===== config.mk =====
export PLATFORM = sky130hd
export DESIGN_NAME = global_progress_binder_unit
export DESIGN_NICKNAME = d
export VERILOG_FILES = /design/src/hdl/gpb_pkg.sv /design/src/hdl/gpb_ram.sv /design/src/hdl/global_progress_binder_unit.sv
export SDC_FILE = /design/constraint.sdc
export NUM_CORES = 2
export LEC_CHECK = 0
export CAP_MARGIN = 20
export CORE_ASPECT_RATIO = 0.7
export CORE_MARGIN = 5
export CORE_UTILIZATION = 50
export DETAILED_ROUTE_END_ITERATION = 10
export DONT_BUFFER_PORTS = 1
export MAX_ROUTING_LAYER = met4
export PLACE_DENSITY = 0.7
export SYNTH_ARGS = -nofsm -noshare
export SYNTH_HDL_FRONTEND = slang
export SYNTH_HIERARCHICAL = 1
export SYNTH_SLANG_ARGS = --single-unit

===== constraint.sdc =====
create_clock -name clk -period 16.95 [get_ports clk]
set_input_delay 2.5425 -clock clk [delete_from_list [all_inputs] [get_ports clk]]
set_output_delay 2.5425 -clock clk [all_outputs]
set_load 0.01 [all_outputs]

===== src/hdl/gpb_pkg.sv =====
// ----------------------------------------------------------------------------
// gpb_pkg
// Shared types and constants for the global progress binder.
// ----------------------------------------------------------------------------
package gpb_pkg;

    // Field widths of the request and result channels
    localparam int OP_W       = 2;
    localparam int ID_W       = 6;
    localparam int COUNT_W    = 48;
    localparam int EXPECTED_W = 6;

    // Width used to compare populations against the expected count
    localparam int POP_CMP_W = 7;

    // Default population and reset value of the expected count
    localparam int SOURCE_COUNT_DEF = 32;
    localparam logic [EXPECTED_W-1:0] EXPECTED_RESET = 6'd32;

    // Request operation codes
    typedef enum logic [OP_W-1:0] {
        OP_REGISTER = 2'd0,
        OP_PROGRESS = 2'd1,
        OP_TICK     = 2'd2
    } op_t;

    // Result kinds and status codes
    localparam logic KIND_ACK     = 1'b0;
    localparam logic KIND_BIND    = 1'b1;
    localparam logic STATUS_OK    = 1'b0;
    localparam logic STATUS_RANGE = 1'b1;

    // Sequencer states
    typedef enum logic [2:0] {
        ST_IDLE,
        ST_PROG,
        ST_RD,
        ST_EVAL,
        ST_FLUSH
    } state_t;

endpackage


===== src/hdl/gpb_ram.sv =====
// ----------------------------------------------------------------------------
// gpb_ram
// Generic single-write, single-read RAM with a registered read port.
// ----------------------------------------------------------------------------
module gpb_ram #(
    parameter int WIDTH  = 48,
    parameter int DEPTH  = 32,
    parameter int ADDR_W = (DEPTH > 1) ? $clog2(DEPTH) : 1
) (
    input  logic              clk,
    input  logic              wr_en,
    input  logic [ADDR_W-1:0] wr_addr,
    input  logic [WIDTH-1:0]  wr_data,
    input  logic              rd_en,
    input  logic [ADDR_W-1:0] rd_addr,
    output logic [WIDTH-1:0]  rd_data
);

    logic [WIDTH-1:0] mem [DEPTH];
    logic [WIDTH-1:0] rd_data_reg;

    // Write port
    always_ff @(posedge clk)
    begin
        if (wr_en)
        begin
            mem[wr_addr] <= wr_data;
        end
    end

    // Registered read port, holds its data while not enabled
    always_ff @(posedge clk)
    begin
        if (rd_en)
        begin
            rd_data_reg <= mem[rd_addr];
        end
    end

    assign rd_data = rd_data_reg;

endmodule


===== src/hdl/global_progress_binder_unit.sv =====
// A register request gives its result in the output register in the cycle after
// acceptance; a progress request passes through the read in idle and then ST_PROG (compare, write).
// One register request is taken per cycle while the output is not stalled; a progress request
// holds off new requests until its compare and write are done. A ready tick scans every source
// entry with a read then an evaluate step each over the two progress memories, and waits on output stalls.
// Reset clears all maps, population counters and the output valid flag, and sets expected to 32.
// ----------------------------------------------------------------------------
// global_progress_binder_unit
// Per-source progress sequencer: registration, progress reports and binding
// ticks over a table of reported and bound counts held in two RAMs.
// ----------------------------------------------------------------------------
module global_progress_binder_unit #(
    parameter int SOURCE_COUNT = gpb_pkg::SOURCE_COUNT_DEF
) (
    input  logic                           clk,
    input  logic                           rst_n,
    input  logic                           config_write,
    input  logic [gpb_pkg::EXPECTED_W-1:0] config_data,
    input  logic                           in_valid,
    output logic                           in_stall,
    input  logic [gpb_pkg::OP_W-1:0]       op,
    input  logic [gpb_pkg::ID_W-1:0]       source_id,
    input  logic [gpb_pkg::COUNT_W-1:0]    progress_count,
    output logic                           out_valid,
    input  logic                           out_stall,
    output logic                           kind,
    output logic                           status,
    output logic [gpb_pkg::ID_W-1:0]       bound_source,
    output logic [gpb_pkg::COUNT_W-1:0]    bind_count,
    output logic                           last
);

    import gpb_pkg::*;

    localparam int IDX_W = (SOURCE_COUNT > 1) ? $clog2(SOURCE_COUNT) : 1;
    localparam int CNT_W = $clog2(SOURCE_COUNT + 1);
    localparam logic [IDX_W-1:0] LAST_IDX = IDX_W'(SOURCE_COUNT - 1);
    localparam logic [POP_CMP_W-1:0] SRC_LIMIT = POP_CMP_W'(SOURCE_COUNT);

    // Control state
    state_t                  state_reg, state_next;
    logic [EXPECTED_W-1:0]   expected_reg;
    logic [SOURCE_COUNT-1:0] reg_map_reg, reg_map_next;
    logic [SOURCE_COUNT-1:0] rep_map_reg, rep_map_next;
    logic [SOURCE_COUNT-1:0] bnd_valid_reg, bnd_valid_next;
    logic [CNT_W-1:0]        reg_cnt_reg, reg_cnt_next;
    logic [CNT_W-1:0]        rep_cnt_reg, rep_cnt_next;
    logic [IDX_W-1:0]        idx_reg, idx_next;
    logic                    pend_valid_reg, pend_valid_next;
    logic                    out_valid_reg, out_valid_next;

    // Payload registers
    logic [IDX_W-1:0]   pidx_reg, pidx_next;
    logic [COUNT_W-1:0] pcnt_reg, pcnt_next;
    logic [ID_W-1:0]    pend_src_reg, pend_src_next;
    logic [COUNT_W-1:0] pend_cnt_reg, pend_cnt_next;
    logic               kind_reg, kind_next;
    logic               status_reg, status_next;
    logic [ID_W-1:0]    src_reg, src_next;
    logic [COUNT_W-1:0] bind_reg, bind_next;
    logic               last_reg, last_next;

    // Memory ports
    logic               rep_wr_en, rep_rd_en, bnd_wr_en, bnd_rd_en;
    logic [IDX_W-1:0]   rep_wr_addr, rep_rd_addr;
    logic [COUNT_W-1:0] rep_wr_data, rep_rdata, bnd_rdata;

    // Request decode
    logic             in_accept, out_free, id_ok, tick_ready;
    logic [IDX_W-1:0] in_idx;
    logic [COUNT_W-1:0] rep_eff, bnd_eff, delta;
    logic             hit;

    assign out_free   = !out_valid_reg || !out_stall;
    assign in_stall   = !((state_reg == ST_IDLE) && out_free);
    assign in_accept  = in_valid && !in_stall;
    assign id_ok      = POP_CMP_W'(source_id) < SRC_LIMIT;
    assign in_idx     = source_id[IDX_W-1:0];
    assign tick_ready = (POP_CMP_W'(reg_cnt_reg) >= POP_CMP_W'(expected_reg))
                     && (POP_CMP_W'(rep_cnt_reg) >= POP_CMP_W'(expected_reg));

    // Effective table entries: unwritten entries read as zero
    assign rep_eff = rep_map_reg[idx_reg] ? rep_rdata : '0;
    assign bnd_eff = bnd_valid_reg[idx_reg] ? bnd_rdata : '0;
    assign hit     = reg_map_reg[idx_reg] && (rep_eff > bnd_eff);
    assign delta   = rep_eff - bnd_eff;

    // Reported and bound count tables
    gpb_ram #(
        .WIDTH (COUNT_W),
        .DEPTH (SOURCE_COUNT)
    ) u_rep_ram (
        .clk     (clk),
        .wr_en   (rep_wr_en),
        .wr_addr (rep_wr_addr),
        .wr_data (rep_wr_data),
        .rd_en   (rep_rd_en),
        .rd_addr (rep_rd_addr),
        .rd_data (rep_rdata)
    );

    gpb_ram #(
        .WIDTH (COUNT_W),
        .DEPTH (SOURCE_COUNT)
    ) u_bnd_ram (
        .clk     (clk),
        .wr_en   (bnd_wr_en),
        .wr_addr (idx_reg),
        .wr_data (rep_eff),
        .rd_en   (bnd_rd_en),
        .rd_addr (idx_reg),
        .rd_data (bnd_rdata)
    );

    // Next state, table updates and result pushes
    always_comb
    begin
        state_next      = state_reg;
        reg_map_next    = reg_map_reg;
        rep_map_next    = rep_map_reg;
        bnd_valid_next  = bnd_valid_reg;
        reg_cnt_next    = reg_cnt_reg;
        rep_cnt_next    = rep_cnt_reg;
        idx_next        = idx_reg;
        pend_valid_next = pend_valid_reg;
        pidx_next       = pidx_reg;
        pcnt_next       = pcnt_reg;
        pend_src_next   = pend_src_reg;
        pend_cnt_next   = pend_cnt_reg;
        out_valid_next  = out_valid_reg && out_stall;
        kind_next       = kind_reg;
        status_next     = status_reg;
        src_next        = src_reg;
        bind_next       = bind_reg;
        last_next       = last_reg;
        rep_wr_en       = 1'b0;
        rep_wr_addr     = pidx_reg;
        rep_wr_data     = pcnt_reg;
        rep_rd_en       = 1'b0;
        rep_rd_addr     = idx_reg;
        bnd_wr_en       = 1'b0;
        bnd_rd_en       = 1'b0;

        case (state_reg)
            ST_IDLE:
            begin
                if (in_accept)
                begin
                    case (op_t'(op))
                        OP_REGISTER:
                        begin
                            if (id_ok && !reg_map_reg[in_idx])
                            begin
                                reg_map_next[in_idx] = 1'b1;
                                reg_cnt_next         = reg_cnt_reg + CNT_W'(1);
                            end
                            out_valid_next = 1'b1;
                            kind_next      = KIND_ACK;
                            status_next    = id_ok ? STATUS_OK : STATUS_RANGE;
                            src_next       = source_id;
                            bind_next      = '0;
                            last_next      = 1'b1;
                        end
                        OP_PROGRESS:
                        begin
                            // Fetch the stored count, compare next cycle
                            if (id_ok)
                            begin
                                rep_rd_en   = 1'b1;
                                rep_rd_addr = in_idx;
                                pidx_next   = in_idx;
                                pcnt_next   = progress_count;
                                state_next  = ST_PROG;
                            end
                        end
                        OP_TICK:
                        begin
                            if (tick_ready)
                            begin
                                idx_next   = '0;
                                state_next = ST_RD;
                            end
                        end
                        default:
                        begin
                            state_next = ST_IDLE;
                        end
                    endcase
                end
            end

            ST_PROG:
            begin
                // Raise the reported count unless it would go down
                if (pcnt_reg >= (rep_map_reg[pidx_reg] ? rep_rdata : '0))
                begin
                    rep_wr_en = 1'b1;
                    if (!rep_map_reg[pidx_reg])
                    begin
                        rep_map_next[pidx_reg] = 1'b1;
                        rep_cnt_next           = rep_cnt_reg + CNT_W'(1);
                    end
                end
                state_next = ST_IDLE;
            end

            ST_RD:
            begin
                rep_rd_en  = 1'b1;
                bnd_rd_en  = 1'b1;
                state_next = ST_EVAL;
            end

            ST_EVAL:
            begin
                // Hold while a pending entry cannot be pushed out
                if (!hit || !pend_valid_reg || out_free)
                begin
                    if (hit)
                    begin
                        bnd_wr_en               = 1'b1;
                        bnd_valid_next[idx_reg] = 1'b1;
                        if (pend_valid_reg)
                        begin
                            out_valid_next = 1'b1;
                            kind_next      = KIND_BIND;
                            status_next    = STATUS_OK;
                            src_next       = pend_src_reg;
                            bind_next      = pend_cnt_reg;
                            last_next      = 1'b0;
                        end
                        pend_valid_next = 1'b1;
                        pend_src_next   = ID_W'(idx_reg);
                        pend_cnt_next   = delta;
                    end
                    if (idx_reg == LAST_IDX)
                    begin
                        state_next = ST_FLUSH;
                    end
                    else
                    begin
                        idx_next   = idx_reg + IDX_W'(1);
                        state_next = ST_RD;
                    end
                end
            end

            ST_FLUSH:
            begin
                // Drain the held entry as the final result of the tick
                if (!pend_valid_reg)
                begin
                    state_next = ST_IDLE;
                end
                else if (out_free)
                begin
                    out_valid_next  = 1'b1;
                    kind_next       = KIND_BIND;
                    status_next     = STATUS_OK;
                    src_next        = pend_src_reg;
                    bind_next       = pend_cnt_reg;
                    last_next       = 1'b1;
                    pend_valid_next = 1'b0;
                    state_next      = ST_IDLE;
                end
            end

            default:
            begin
                state_next = ST_IDLE;
            end
        endcase
    end

    // Control registers
    always_ff @(posedge clk or negedge rst_n)
    begin
        if (!rst_n)
        begin
            state_reg      <= ST_IDLE;
            expected_reg   <= EXPECTED_RESET;
            reg_map_reg    <= '0;
            rep_map_reg    <= '0;
            bnd_valid_reg  <= '0;
            reg_cnt_reg    <= '0;
            rep_cnt_reg    <= '0;
            idx_reg        <= '0;
            pend_valid_reg <= 1'b0;
            out_valid_reg  <= 1'b0;
        end
        else
        begin
            state_reg      <= state_next;
            reg_map_reg    <= reg_map_next;
            rep_map_reg    <= rep_map_next;
            bnd_valid_reg  <= bnd_valid_next;
            reg_cnt_reg    <= reg_cnt_next;
            rep_cnt_reg    <= rep_cnt_next;
            idx_reg        <= idx_next;
            pend_valid_reg <= pend_valid_next;
            out_valid_reg  <= out_valid_next;
            if (config_write)
            begin
                expected_reg <= config_data;
            end
        end
    end

    // Payload registers
    always_ff @(posedge clk)
    begin
        pidx_reg     <= pidx_next;
        pcnt_reg     <= pcnt_next;
        pend_src_reg <= pend_src_next;
        pend_cnt_reg <= pend_cnt_next;
        kind_reg     <= kind_next;
        status_reg   <= status_next;
        src_reg      <= src_next;
        bind_reg     <= bind_next;
        last_reg     <= last_next;
    end

    assign out_valid    = out_valid_reg;
    assign kind         = kind_reg;
    assign status       = status_reg;
    assign bound_source = src_reg;
    assign bind_count   = bind_reg;
    assign last         = last_reg;

    // Population counters track their maps
    a_reg_cnt: assert property (@(posedge clk) disable iff (!rst_n)
        32'(reg_cnt_reg) == $countones(reg_map_reg))
        else $error("registered population counter out of step with map");

    a_rep_cnt: assert property (@(posedge clk) disable iff (!rst_n)
        32'(rep_cnt_reg) == $countones(rep_map_reg))
        else $error("reported population counter out of step with map");

    // A bound entry only exists for a source that has reported
    a_bnd_valid: assert property (@(posedge clk) disable iff (!rst_n)
        (bnd_valid_reg & ~rep_map_reg) == '0)
        else $error("bound entry without reported entry");

    // Binding entries never carry a zero amount
    a_bind_nonzero: assert property (@(posedge clk) disable iff (!rst_n)
        (out_valid_reg && (kind_reg == KIND_BIND)) |-> (bind_reg != '0))
        else $error("binding entry with zero amount");

    // No held entry survives outside a tick scan
    a_pend_idle: assert property (@(posedge clk) disable iff (!rst_n)
        (state_reg == ST_IDLE) |-> !pend_valid_reg)
        else $error("pending binding entry left after scan");

endmodule

Yosys cells after proc, flatten, opt, wreduce, memory -nomap -nowiden
Memories as Yosys holds them, arrays and structs flattened. A register that Yosys moved wholly into a read port is not among the register bits.
Index checks and enable logic that the tools add are counted.

operators by class
  add/sub/neg operators = 4
  equal/unequal tests = 21
  bitwise logic cells = 4
  order comparisons = 11
  reductions and logical operators = 31
  muxes and demuxes = 101

operators by type and width
  kind                 count
  $mux 48              10
  $pmux 48 s3          1
  $or 32x32->32        3
  $mux 1               49
  $ge 48x48->1         1
  $gt 48x48->1         1
  $sub 48x48->48       1
  $mux 5               9
  $mux 6               7
  $bmux 1 s5           5
  $mux 3               7
  $lt 5x6->1 const B   3
  $ne 2x2->1 const B   9
  $pmux 6 s3           1
  $demux 1 s5          3
  $ge 5x1->1 const B   3
  $add 6x1->6 const B  2
  $ge 6x6->1           2
  $pmux 1 s3           4
  $pmux 3 s4           1
  $reduce_and 6->1     2
  $pmux 5 s2           1
  $logic_and 1x1->1    9
  $ne 3x3->1 const B   3
  21 further kinds     35

storage, ports and cells
  memories = 2
  output and inout port bits = 59
  logic and storage cells = 193
  register bits after elaboration = 287
  RAM bits = 3,072
  input port bits = 67

memories
  name           depth  bits a word  read ports  clocked after memory_dff  write ports  RTL line       RTL
  u_bnd_ram.mem  32     48           1           1                         1            gpb_ram.sv:19  logic [WIDTH-1:0] mem [DEPTH];
  u_rep_ram.mem  32     48           1           1                         1            gpb_ram.sv:19

Longest topological paths before layout
  word-level depth = 12
  gate-level depth with buffers = 24
  gate-level depth less buffers = 19

Hierarchy
Netlist, hierarchy kept.

modules (own cells, without submodules)
  module                       times used  area an instance (um^2)  sequential area each (um^2)  cells each
  gpb_ram                      2           61,205.0                 47,565.6                     3,364
  global_progress_binder_unit  1           16,275.6                 7,968.9                      1,415

Worst setup path before layout
OpenSTA, ideal clock, no wires.

  path type = register to register
  from = register idx_reg[0]
  to = register bind_reg[0] (netlist: bind_count[0]) (enable)
  library setup time = 0.768 ns
  path buffers = 5
  clock period less this slack = 14.108 ns
  stages on the path, launching flop included = 21
  path slack = 2.842 ns
  data required time = 16.182 ns
  arrival time = 13.339 ns
  cells stage by stage = dfrtp_1 -> buf_2 -> buf_2 -> mux4_2 -> mux4_2 -> mux2i_1 -> buf_2 -> buf_2 -> nor2b_1 -> ha_1 -> buf_4 -> nand3_2 -> nor2_2 -> nand2_2 -> a2111oi_4 -> o21ai_2 -> a21oi_4 -> o21ai_2 -> a21oi_1 -> a21oi_1 -> a2111oi_0

on the way
  longest elaborated chain between the ends = 10
  elaborated cells on any way between the ends = 16
  classes of those cells = order compare (1); eq/ne (2); mux (8); reduce/logical (5)

RTL lines
  item                                   RTL line                            RTL
  start: declaration                     global_progress_binder_unit.sv:48   logic [IDX_W-1:0] idx_reg, idx_next;
  start signal: assignment               global_progress_binder_unit.sv:299  idx_reg <= idx_next;
  $bmux 1 s5 (*)                         global_progress_binder_unit.sv:83   assign rep_eff = rep_map_reg[idx_reg] ? rep_rdata : '0;
  $mux 1 (not written as such) (*)       global_progress_binder_unit.sv:83
  $mux 48 (*)                            global_progress_binder_unit.sv:83
  via rep_eff[17]                        global_progress_binder_unit.sv:71   logic [COUNT_W-1:0] rep_eff, bnd_eff, delta;
  $gt 48x48->1 (*)                       global_progress_binder_unit.sv:85   assign hit = reg_map_reg[idx_reg] && (rep_eff > bnd_eff);
  $logic_and 1x1->1 (*)                  global_progress_binder_unit.sv:85
  $logic_not 1->1                        global_progress_binder_unit.sv:217  if (!hit || !pend_valid_reg || out_free)
  $logic_or 1x1->1 (2 in series)         global_progress_binder_unit.sv:217
  $ne 2x2->1 (no source line)            --
  $reduce_and 8->1 (no source line) (*)  --
  end signal: assignment                 global_progress_binder_unit.sv:319  bind_reg <= bind_next;
  end: declaration                       global_progress_binder_unit.sv:60   logic [COUNT_W-1:0] bind_reg, bind_next;

The timed path passes the listed nets; every way through them passes the cells marked *. The select of a mux whose other input is x is not followed.
A chain may end at the register's enable or synchronous reset.

Final worst setup path
  from = register idx_reg[1]
  to = memory u_bnd_ram.mem[6][11] (enable)

on the way
  longest elaborated chain between the ends = 12
  elaborated cells on any way between the ends = 18
  classes of those cells = order compare (1); mux (13); reduce/logical (4)

RTL lines
  item                              RTL line                            RTL
  $bmux 1 s5 (*)                    global_progress_binder_unit.sv:83
  $mux 1 (not written as such) (*)  global_progress_binder_unit.sv:83
  $mux 48 (*)                       global_progress_binder_unit.sv:83
  via rep_eff[24]                   global_progress_binder_unit.sv:71
  $gt 48x48->1 (*)                  global_progress_binder_unit.sv:85
  $logic_and 1x1->1 (*)             global_progress_binder_unit.sv:85
  $logic_not 1->1                   global_progress_binder_unit.sv:217
  $logic_or 1x1->1 (2 in series)    global_progress_binder_unit.sv:217
  $mux 1 (*)                        global_progress_binder_unit.sv:217
  $mux 1 (*)                        global_progress_binder_unit.sv:144  case (state_reg)
  via bnd_wr_en                     global_progress_binder_unit.sv:64   logic rep_wr_en, rep_rd_en, bnd_wr_en, bnd_rd_en;
  $mux 1 (*)                        gpb_ram.sv:25                       if (wr_en)
  $mux 1 (not written as such) (*)  gpb_ram.sv:27                       mem[wr_addr] <= wr_data;
  end: declaration                  gpb_ram.sv:19

Marked as above.

==> reports/results.txt <==
Status: finished, final reports clean
Post-route setup TNS: 0 ps
Die width: 639 µm
Num ports: 126
Syn Area/Cell: 17.0 µm²
CP max-delay cell: buf_4
H-tree depth: 5
Syn_nets: 8,326
Fin util: 55.8%
Crit path kind: register to register
Finish-stage setup viols: 0
Overall Power: 22.3 mW
Maxcap violations: 0
Routed WL: 377 mm
R2R cell count: 20
GRT Resource Usage Total: 26.2%
Startpoint Class: register
Reg-to-reg critical path startpoint: idx_reg[1]
Core area: 276,000 µm²
DR WL/cell: 30.9 µm
Reg clk slew, reported paths: 60 ps
FFs w/ async S/R, synth: 3.59%
Cell Rows: 161
Gr ovfl total: 0
Place WS: 6790 ps
Fin crit period: 10,320 ps
Relative slew slack: 19.3%
FF+latch count, synth: 3,454
Fin area: 154,000 µm²
Setup Fix Bufs, Post-CTS: 0
Cell variety after synth: 86
Vias per cell: 6.34
Die area: 288,000 µm²
RSZ-0062 raised after global routing: false
Largest net degree at the start of global routing: 128
Via count of the routed design: 77,300
Most used DFF post-synth: edfxtp_1
Setup ws final: 6630 ps
Clk root buf: clkbuf_16
DR pass1 iterations: 8
Critical Path Most Common Cell: buf_4
Worst Path Buf+Inv: 5
Register Area: 103,000 µm²
CP max stage delay: 920 ps
GPL Wtd Cong: 0.946
Fmax: 0.0969 GHz
Top flop regs: u_bnd_ram/mem: 1536 flops, u_rep_ram/mem: 1536 flops
Clk sinks: 3,454
Crit path max fanout: 38
Synthesis Warnings: 6
Pleak: 52.4 nW
PwrDens: 145 nW/µm²
Initial Util: 50.3%
Initial antenna violation count: 28
Synth-to-Final Area Change: 10.8%
Worst hold path class: register to register
TritonCTS clock tree: done
Critical path arrival: 10,780 ps
Top delay family on crit path: simple AND/OR/NAND/NOR gates
Remaining antenna violation count: 0
Area after DPL: 143,000 µm²
Num CTS Buffers: 324
EDFF count, synth: 3,330
Hold-fix buffers, CTS: 0
Setup Skew: 89.8 ps
Post-CTS Resized: 0
Fin crit share: 60.9%
Die Y: 451 µm
Worst path depth: 20
Crit path capture type: register
First-pass GRT wire length: 534 mm
Worst setup path start: idx_reg[1]
Crit path to: u_bnd_ram/mem[6][11]
Worst-Margin Slew: 1210 ps
Post-Synthesis Cell Area: 139,000 µm²
Final Max Tran Viols: 0
I/O Buffers: 0
Worst-Skew Late Latency: 900 ps
Hold depth: 1
Footprint of the multi-input gates: 33,400 µm²
Post-synthesis sequential area ratio: 74.3%
Post-Synthesis Cells: 8,143
Iter 0 DRT Violations: 11,100
CP Cell Sequence: buf_4 > mux4_2 > mux4_2 > mux2i_4 > buf_4 > buf_4 > nor2b_2 > buf_4 > ha_1 > and3_1 > and2_1 > nand3_1 > nor3_2 > o21ai_2 > a21oi_1 > nand2_1 > nor2_4 > nand3b_1 > nor2_4 > buf_4
Number of global-route vias before repair: 73,600
R2R Setup Slk: 6630 ps
Reg2reg end: u_bnd_ram/mem[6][11]
Longest Clk Path Bufs: 4
Nets: 8,439
HPWL after DPL: 212 mm
Worst EP required: 17,410 ps
Layout filler cell count: 20,700
Fin. Hold Viols: 0
Max VDD drop: 0.0949 mV
Share of layout cells above drive strength 1: 10.9%
DR DRC count: 0
[power by group]
group          internal, mW  total, mW  switching (mW)  leakage (nW)
Combinational          1.96       5.20            3.24          15.0
Clock                  4.07       7.16            3.09          4.98
Sequential             9.63       9.96           0.331          32.4
[placed cells by master, fill, tap and decap left out, types with 29 or more instances in the layout]
cell / n
a21o_1: 81
a21oi_1: 354
a22o_1: 194
a22oi_1: 292
a31o_2: 41
a31oi_1: 105
buf_4: 192
bufinv_16: 29
clkbuf_1: 78
clkbuf_16: 336
clkinv_1: 64
clkinv_2: 37
dfrtp_1: 121
edfxtp_1: 3330
ha_1: 115
inv_1: 33
mux2i_1: 1538
mux4_2: 44
nand2_1: 463
nand3_1: 314
nor2_1: 49
nor2_4: 68
nor2b_1: 59
nor2b_2: 46
nor3_1: 112
o21ai_0: 34
o21bai_1: 43
xnor2_1: 30
[metal layers]
layer | part of all wire (%) | vias to the layer above | global-route usage, % | routed length (µm)
met4 | 3.6 | 0 | 8.23 | 13500
met1 | 41 | 39500 | 38.8 | 156000
met3 | 12 | 654 | 6.09 | 46500
li1 | - | 32300 | - | -
met2 | 43 | 4805 | 36.2 | 160000
met5 | 0 | - | - | 0
[cells by family after synthesis]
| logic type | Yosys count | synth area share (%) |
|---|---|---|
| flip-flops | 3454 | 74.3 |
| multiplexers | 1595 | 11.9 |
| AND/OR/NAND/NOR | 1237 | 4.21 |
| AO/OA/AOI/OAI | 1211 | 6.05 |
| buffers and inverters | 480 | 2.11 |
| adder cells (fa/ha/maj) | 116 | 1.05 |
| XOR/XNOR | 50 | 0.316 |
[how the worst min path moves through the flow]
stage	start	to	slack, ps
after detailed placement	bnd_valid_reg[18]	bnd_valid_reg[18]	460
after floorplan	bnd_valid_reg[10]	bnd_valid_reg[10]	440
final	bnd_valid_reg[22]	bnd_valid_reg[22]	470
after CTS	bnd_valid_reg[22]	bnd_valid_reg[22]	470
after global routing	bnd_valid_reg[16]	bnd_valid_reg[16]	480
after global placement	reg_map_reg[9]	reg_map_reg[9]	450
[area by class of cell]
cell class	instances	share of cell area [%]
Antenna cell	21	0.0342
Clock buffer	415	5.66
Clock inverter	150	0.989
Inverter	35	0.0855
Multi-Input combinational cell	4209	21.8
Sequential cell	3454	67.1
Tap cell	3667	2.99
Timing Repair Buffer	232	1.38
[synth_stat cells, drive strengths merged (5+ instances only)]
cell | instances | area share, %
o21ai | 39 | 0.15
o211ai | 5 | 0.031
nand4 | 19 | 0.090
or2 | 9 | 0.041
xnor2 | 30 | 0.19
a31oi | 105 | 0.47
xor2 | 20 | 0.13
dfrtp | 123 | 2.2
nor2 | 121 | 0.33
buf | 297 | 1.6
edfxtp | 3330 | 72
a22o | 194 | 1.2
o21bai | 43 | 0.23
or3b | 7 | 0.044
nor3b | 6 | 0.032
a21o | 81 | 0.44
or4 | 5 | 0.030
nand2 | 466 | 1.3
o21a | 11 | 0.060
ha | 115 | 1.0
mux2 | 12 | 0.10
mux2i | 1539 | 11
a41o | 5 | 0.036
inv | 34 | 0.092
or3 | 6 | 0.027
and2 | 12 | 0.054
nor3 | 114 | 0.42
and3 | 11 | 0.050
clkbuf | 148 | 0.40
a31o | 41 | 0.26
nand3b | 13 | 0.070
a21oi | 359 | 1.3
mux4 | 44 | 0.71
nand2b | 13 | 0.059
nand3 | 315 | 1.1
nor2b | 108 | 0.49
a22oi | 292 | 1.6
[through the flow]
step / hold slack, ps / cells
floorplan: 438 / 8143
global placement: 452 / 11600
detailed placement: 461 / 11600
CTS: 474 / 12100
global route: 483 / 12200
finish: 472 / 12200
Note: power is estimated with default switching activity, not from simulation.
